===== src/sv/ndd_pkg.sv =====
package ndd_pkg;

    localparam int MAX_POINTS = 64;
    localparam int FRAC_BITS  = 16;
    localparam int DATA_W     = 32;
    localparam int IDX_W      = 6;
    localparam int ADDR_W     = $clog2(MAX_POINTS);
    localparam int CNT_W      = $clog2(MAX_POINTS + 1);

    typedef enum logic [1:0] {
        STAT_OK   = 2'd0,
        STAT_SAT  = 2'd1,
        STAT_DUP  = 2'd2,
        STAT_FULL = 2'd3
    } status_t;

    typedef logic signed [DATA_W-1:0] q_t;

    typedef struct packed {
        logic [2*DATA_W-1:0] mag;
        logic                neg;
        logic [2*DATA_W-1:0] den;
    } div_req_t;

    typedef struct packed {
        q_t   quo;
        logic sat;
    } div_res_t;

    // saturating x - y, flag in the top bit
    function automatic logic [DATA_W:0] sub_sat(input q_t x, input q_t y);
        logic signed [DATA_W:0] d;
        begin
            d = {x[DATA_W-1], x} - {y[DATA_W-1], y};
            if (d[DATA_W] != d[DATA_W-1]) begin
                sub_sat = {1'b1, d[DATA_W], {(DATA_W-1){~d[DATA_W]}}};
            end else begin
                sub_sat = {1'b0, d[DATA_W-1:0]};
            end
        end
    endfunction

endpackage


===== src/sv/ndd_div.sv =====
module ndd_div (
    input  logic              aclk,
    input  logic              aresetn,
    input  logic              start,
    input  ndd_pkg::div_req_t req,
    output logic              done,
    output ndd_pkg::div_res_t res
);
    import ndd_pkg::*;

    localparam int NW = 2*DATA_W + FRAC_BITS;

    typedef enum logic [2:0] {
        DV_IDLE = 3'b001,
        DV_RUN  = 3'b010,
        DV_FIN  = 3'b100
    } dv_state_t;

    dv_state_t           state_reg;
    logic [NW-1:0]       num;
    logic [2*DATA_W-1:0] num_hi;
    logic [2*DATA_W-1:0] r_reg;
    logic [2*DATA_W-1:0] den_reg;
    logic [DATA_W-1:0]   lo_reg;
    logic [DATA_W-1:0]   q_reg;
    logic [5:0]          cnt_reg;
    logic                neg_reg;
    logic                zero_reg;
    logic                ovf_reg;
    logic                done_reg;
    div_res_t            res_reg;
    logic [2*DATA_W:0]   trial;
    logic                big;

    assign num    = NW'(req.mag) << FRAC_BITS;
    assign num_hi = (2*DATA_W)'(num >> DATA_W);
    assign trial  = {r_reg, lo_reg[DATA_W-1]};
    // magnitude beyond the signed limit
    assign big    = neg_reg ? (q_reg > {1'b1, {(DATA_W-1){1'b0}}}) : q_reg[DATA_W-1];

    always_ff @(posedge aclk) begin
        if (!aresetn) begin
            state_reg <= DV_IDLE;
            done_reg  <= 1'b0;
        end else begin
            done_reg <= 1'b0;
            unique case (state_reg)
                DV_IDLE: begin
                    if (start) begin
                        neg_reg  <= req.neg;
                        den_reg  <= req.den;
                        zero_reg <= (req.den == '0);
                        ovf_reg  <= (num_hi >= req.den);
                        r_reg    <= num_hi;
                        lo_reg   <= num[DATA_W-1:0];
                        q_reg    <= '0;
                        cnt_reg  <= '0;
                        if (req.den == '0 || num_hi >= req.den) begin
                            state_reg <= DV_FIN;
                        end else begin
                            state_reg <= DV_RUN;
                        end
                    end
                end
                DV_RUN: begin
                    if (trial >= {1'b0, den_reg}) begin
                        r_reg <= (2*DATA_W)'(trial - {1'b0, den_reg});
                        q_reg <= {q_reg[DATA_W-2:0], 1'b1};
                    end else begin
                        r_reg <= trial[2*DATA_W-1:0];
                        q_reg <= {q_reg[DATA_W-2:0], 1'b0};
                    end
                    lo_reg  <= lo_reg << 1;
                    cnt_reg <= cnt_reg + 6'd1;
                    if (cnt_reg == 6'(DATA_W - 1)) begin
                        state_reg <= DV_FIN;
                    end
                end
                DV_FIN: begin
                    if (zero_reg) begin
                        res_reg <= '{quo: '0, sat: 1'b1};
                    end else if (ovf_reg || big) begin
                        res_reg.sat <= 1'b1;
                        res_reg.quo <= neg_reg ? {1'b1, {(DATA_W-1){1'b0}}}
                                               : {1'b0, {(DATA_W-1){1'b1}}};
                    end else begin
                        res_reg.sat <= 1'b0;
                        res_reg.quo <= neg_reg ? -q_reg : q_reg;
                    end
                    done_reg  <= 1'b1;
                    state_reg <= DV_IDLE;
                end
                default: state_reg <= DV_IDLE;
            endcase
        end
    end

    assign done = done_reg;
    assign res  = res_reg;

endmodule

===== config.mk =====
export PLATFORM = sky130hd
export DESIGN_NAME = ndd_div
export DESIGN_NICKNAME = d
export VERILOG_FILES = /design/src/sv/ndd_pkg.sv /design/src/sv/ndd_div.sv
export SDC_FILE = /design/constraint.sdc
export NUM_CORES = 1
export LEC_CHECK = 0
export BUFFER_PORTS_ARGS = -buffer_cell sky130_fd_sc_hd__buf_2
export CAP_MARGIN = 20
export CORE_MARGIN = 5
export CORE_UTILIZATION = 55
export CTS_CLUSTER_DIAMETER = 80
export CTS_CLUSTER_SIZE = 16
export DETAILED_ROUTE_END_ITERATION = 8
export GPL_TIMING_DRIVEN = 1
export PLACE_DENSITY = 0.75
export RECOVER_POWER = 50
export SLEW_MARGIN = 40
export SYNTH_ARGS = -nofsm -noshare
export SYNTH_HDL_FRONTEND = slang
export SYNTH_SLANG_ARGS = --single-unit

===== constraint.sdc =====
create_clock -name aclk -period 8.65 [get_ports aclk]
set_input_delay 0.4325 -clock aclk [delete_from_list [all_inputs] [get_ports aclk]]
set_output_delay 0.4325 -clock aclk [all_outputs]
set_load 0.02 [all_outputs]

==> results_dict.tcl <==
set metrics [dict create \
    syn_area_per_cell_um2 9.40 \
    worstPathArrival_ps 5520 \
    critPathSlowestCell "clkbuf_1" \
    ant_nets 0 \
    dpl.hpwl_um 28600 \
    fp.dieH_um 178 \
    tns_ps 0 \
    worstMarginPinSlew_ps 4150 \
    reg2reg_slack_ps 3580 \
    synth-edff-count 218 \
    timing.rr.start "state_reg[1]" \
    final_cell_mix "218 x edfxtp_1, 153 x nand2_1, 131 x inv_1" \
    synthArstFlopShare_pct 0 \
    final_nets 2005 \
    violations "max-capacitance violations, max-slew violations" \
    worstPathCellList "clkbuf_1 > nor4bb_1 > and2_2 > clkbuf_1 > a22o_1 > a21o_1" \
    fmax_mhz 197 \
    synth.area.top_cells "edfxtp_1 42%, ha_1 9.1%, nand2_1 3.7%" \
    drt-total-wl_um 40200 \
    p_leak_uw 0.00695 \
    hold_viol 0 \
    firstDrtPassIters 6 \
    synth_adder_area_share_pct 9.28 \
    cts-resized-gates 0 \
    syn_area_um2 15600 \
    p_sw_uw 831 \
    worst_path_most_repeated_cell "clkbuf_1" \
    insertion_delay_ps 510 \
    vias 13200 \
    nFillCells 2418 \
    end_kind "flip-flop" \
    cts-root-buf "clkbuf_16" \
    drive_gt1_share_pct 7.97 \
    drv_cap 3 \
    numPortBuffers 165 \
    cts.sinks 222 \
    cp.depth 6 \
    die-area_um2 31800 \
    r2r-end "state_reg[1]" \
    io_pins 166 \
    grt_max_degree 87 \
    hp-start "req[64]" \
    drcViolationCount 0 \
    pwr-share-clk_pct 30.1 \
    period_needed_ps 5070 \
    hold_buffers 0 \
    wl_per_cell_um 18.7 \
    cp_max_fo 69 \
    critPathBufInv 2 \
    synth_top_area_share_pct 42.0 \
    run_status "complete, but fails checks" \
    syn_to_final_growth_pct 9.08 \
    synth_top_family_by_area "simple AND/OR/NAND/NOR gates" \
    track_usage_pct 24.6 \
    reg2reg_depth 6 \
    clkTransAtPathRegs_ps 80 \
    rsz0062_at_grt "false" \
    finalPower_uw 2770 \
    slew_headroom_pct -177 \
    final_common_cell "edfxtp_1" \
    ys_warn_count 0 \
    finalCritPeriodShare_pct 58.6 \
    yosys.area_share.simple_pct 20.4 \
    synth_top_cell_by_area "edfxtp_1" \
    syn_inst 1658 \
    muxShareOfSynthArea_pct 0.778 \
    synth_xor_area_share_pct 3.37 \
    grt_pass1_wl_um 63900 \
    coreArea_um2 27900 \
    p_int_uw 1940 \
    min_path_cells 1 \
    numCtsBuffers 18 \
    hp-class "in -> reg" \
    start_util_pct 56.0 \
    clock_path_buffers 3 \
    finalMaxSlewViolations 191 \
    rows 61 \
    gp_congestion 0.928 \
    swShare_pct 30.0 \
    drt-initial-drc-count 1311 \
    endpoint "state_reg[1]" \
    htree_num_levels 1 \
    grt.overflow.total 0 \
    power.density_nw_per_um2 163 \
    via_per_inst 6.14 \
    worstSetupPathType "reg -> reg" \
    cp.required_ps 9100 \
    cts_tree "built" \
    ys_seq_area_share_pct 42.5 \
    grt_pass1_vias 12500 \
    p_comb_share_pct 23.2 \
    cp-startpoint "state_reg[1]" \
    cp_top_family "buffers and inverters" \
    seqPwrFrac_pct 46.7 \
    cp_slowest_stage_delay_ps 2890 \
    vdd_drop_max_mv 0.103 \
    yosysUniqueCellTypes 81 \
    synth-seq-cells 222 \
    fin_worst_skew_ps 19.1 \
    setup_viol 0 \
    synth_compound_area_share_pct 17.4 \
    start_kind "flip-flop" \
    synthesis.nets 1905 \
    antenna_found_initial 0 \
    post_cts_buffers 0 \
    die_w_um 178 \
    ys.flop_type "edfxtp_1" \
]
-- stage by stage --
step / util, % / hold WS (ps) / worst slack (ps) / instances / instance area (µm²)
5_1_grt: 61.0 / 94.2 / 3190 / 2148 / 17000
6_report: 61.0 / 109 / 3580 / 2149 / 17000
3_3_place_gp: 59.4 / 487 / 4320 / 2114 / 16500
2_1_floorplan: - / 435 / 4390 / 1658 / 15600
3_5_place_dp: 59.5 / 494 / 4190 / 2116 / 16600
4_1_cts: 61.5 / 88.2 / 4160 / 2148 / 17100
-- worst register-to-register path, stage by stage, from the launching register on --
cell and delay, ps:
dfxtp_1 320, clkbuf_1 480, nor4bb_1 540, and2_2 210
clkbuf_1 2890, a22o_1 490, a21o_1 90
-- power by group through the flow --
| stage | logic, µW | clock network, µW | registers (µW) |
|---|---|---|---|
| floorplan | 462 | 0 | 1310 |
| finish | 643 | 833 | 1290 |
| global route | 708 | 898 | 1300 |
| CTS | 638 | 853 | 1290 |
| detailed placement | 633 | 0 | 1310 |
| global placement | 618 | 0 | 1310 |
-- synth_stat cells, types with 29 or more instances --
master	count
o211ai_1	48
nor2_1	125
o21ai_0	53
a21o_1	52
inv_1	132
o22a_1	30
clkbuf_1	64
xnor2_1	34
nor3_1	29
nand2_1	153
a21oi_1	102
nand4_1	68
edfxtp_1	218
and3_1	36
ha_1	114
nand3_1	76
-- cells by family (layout without fill, tap and decap cells) --
family                     Yosys count  in the layout
buffers and inverters              231            343
DFF                                222            222
xor gates and xnor gates            60             60
AOI/OAI and AO/OA                  401            401
muxes                               12             12
and+or+nand+nor                    617            617
other                                0              1
adders and majority gates          115            115
-- worst min path at each step --
stage	end	slack, ps
after floorplan	done	440
after global placement	lo_reg[19]	490
after detailed placement	lo_reg[19]	490
after CTS	neg_reg	90
after global routing	neg_reg	90
final	neg_reg	110
-- layer usage --
metal  routed length [µm]  global-route usage (%)  vias up
met3                 2990                    2.99       72
met2                18400                    39.9      570
met5                    0                       0        -
li1                     -                       -     6361
met4                  959                    6.88        0
met1                17900                    34.9     6185
-- layout make-up --
| type | instances | area [µm²] | area share [%] |
|---|---|---|---|
| Multi-Input combinational cell | 1205 | 8030 | 47.2 |
| Sequential cell | 222 | 6630 | 39.0 |
| Timing Repair Buffer | 178 | 807 | 4.75 |
| Clock buffer | 29 | 523 | 3.08 |
| Inverter | 133 | 503 | 2.96 |
| Tap cell | 378 | 473 | 2.78 |
| Clock inverter | 3 | 43.8 | 0.258 |
| Antenna cell | 1 | 2.50 | 0.0147 |
Power figures use the tool's default switching activity.
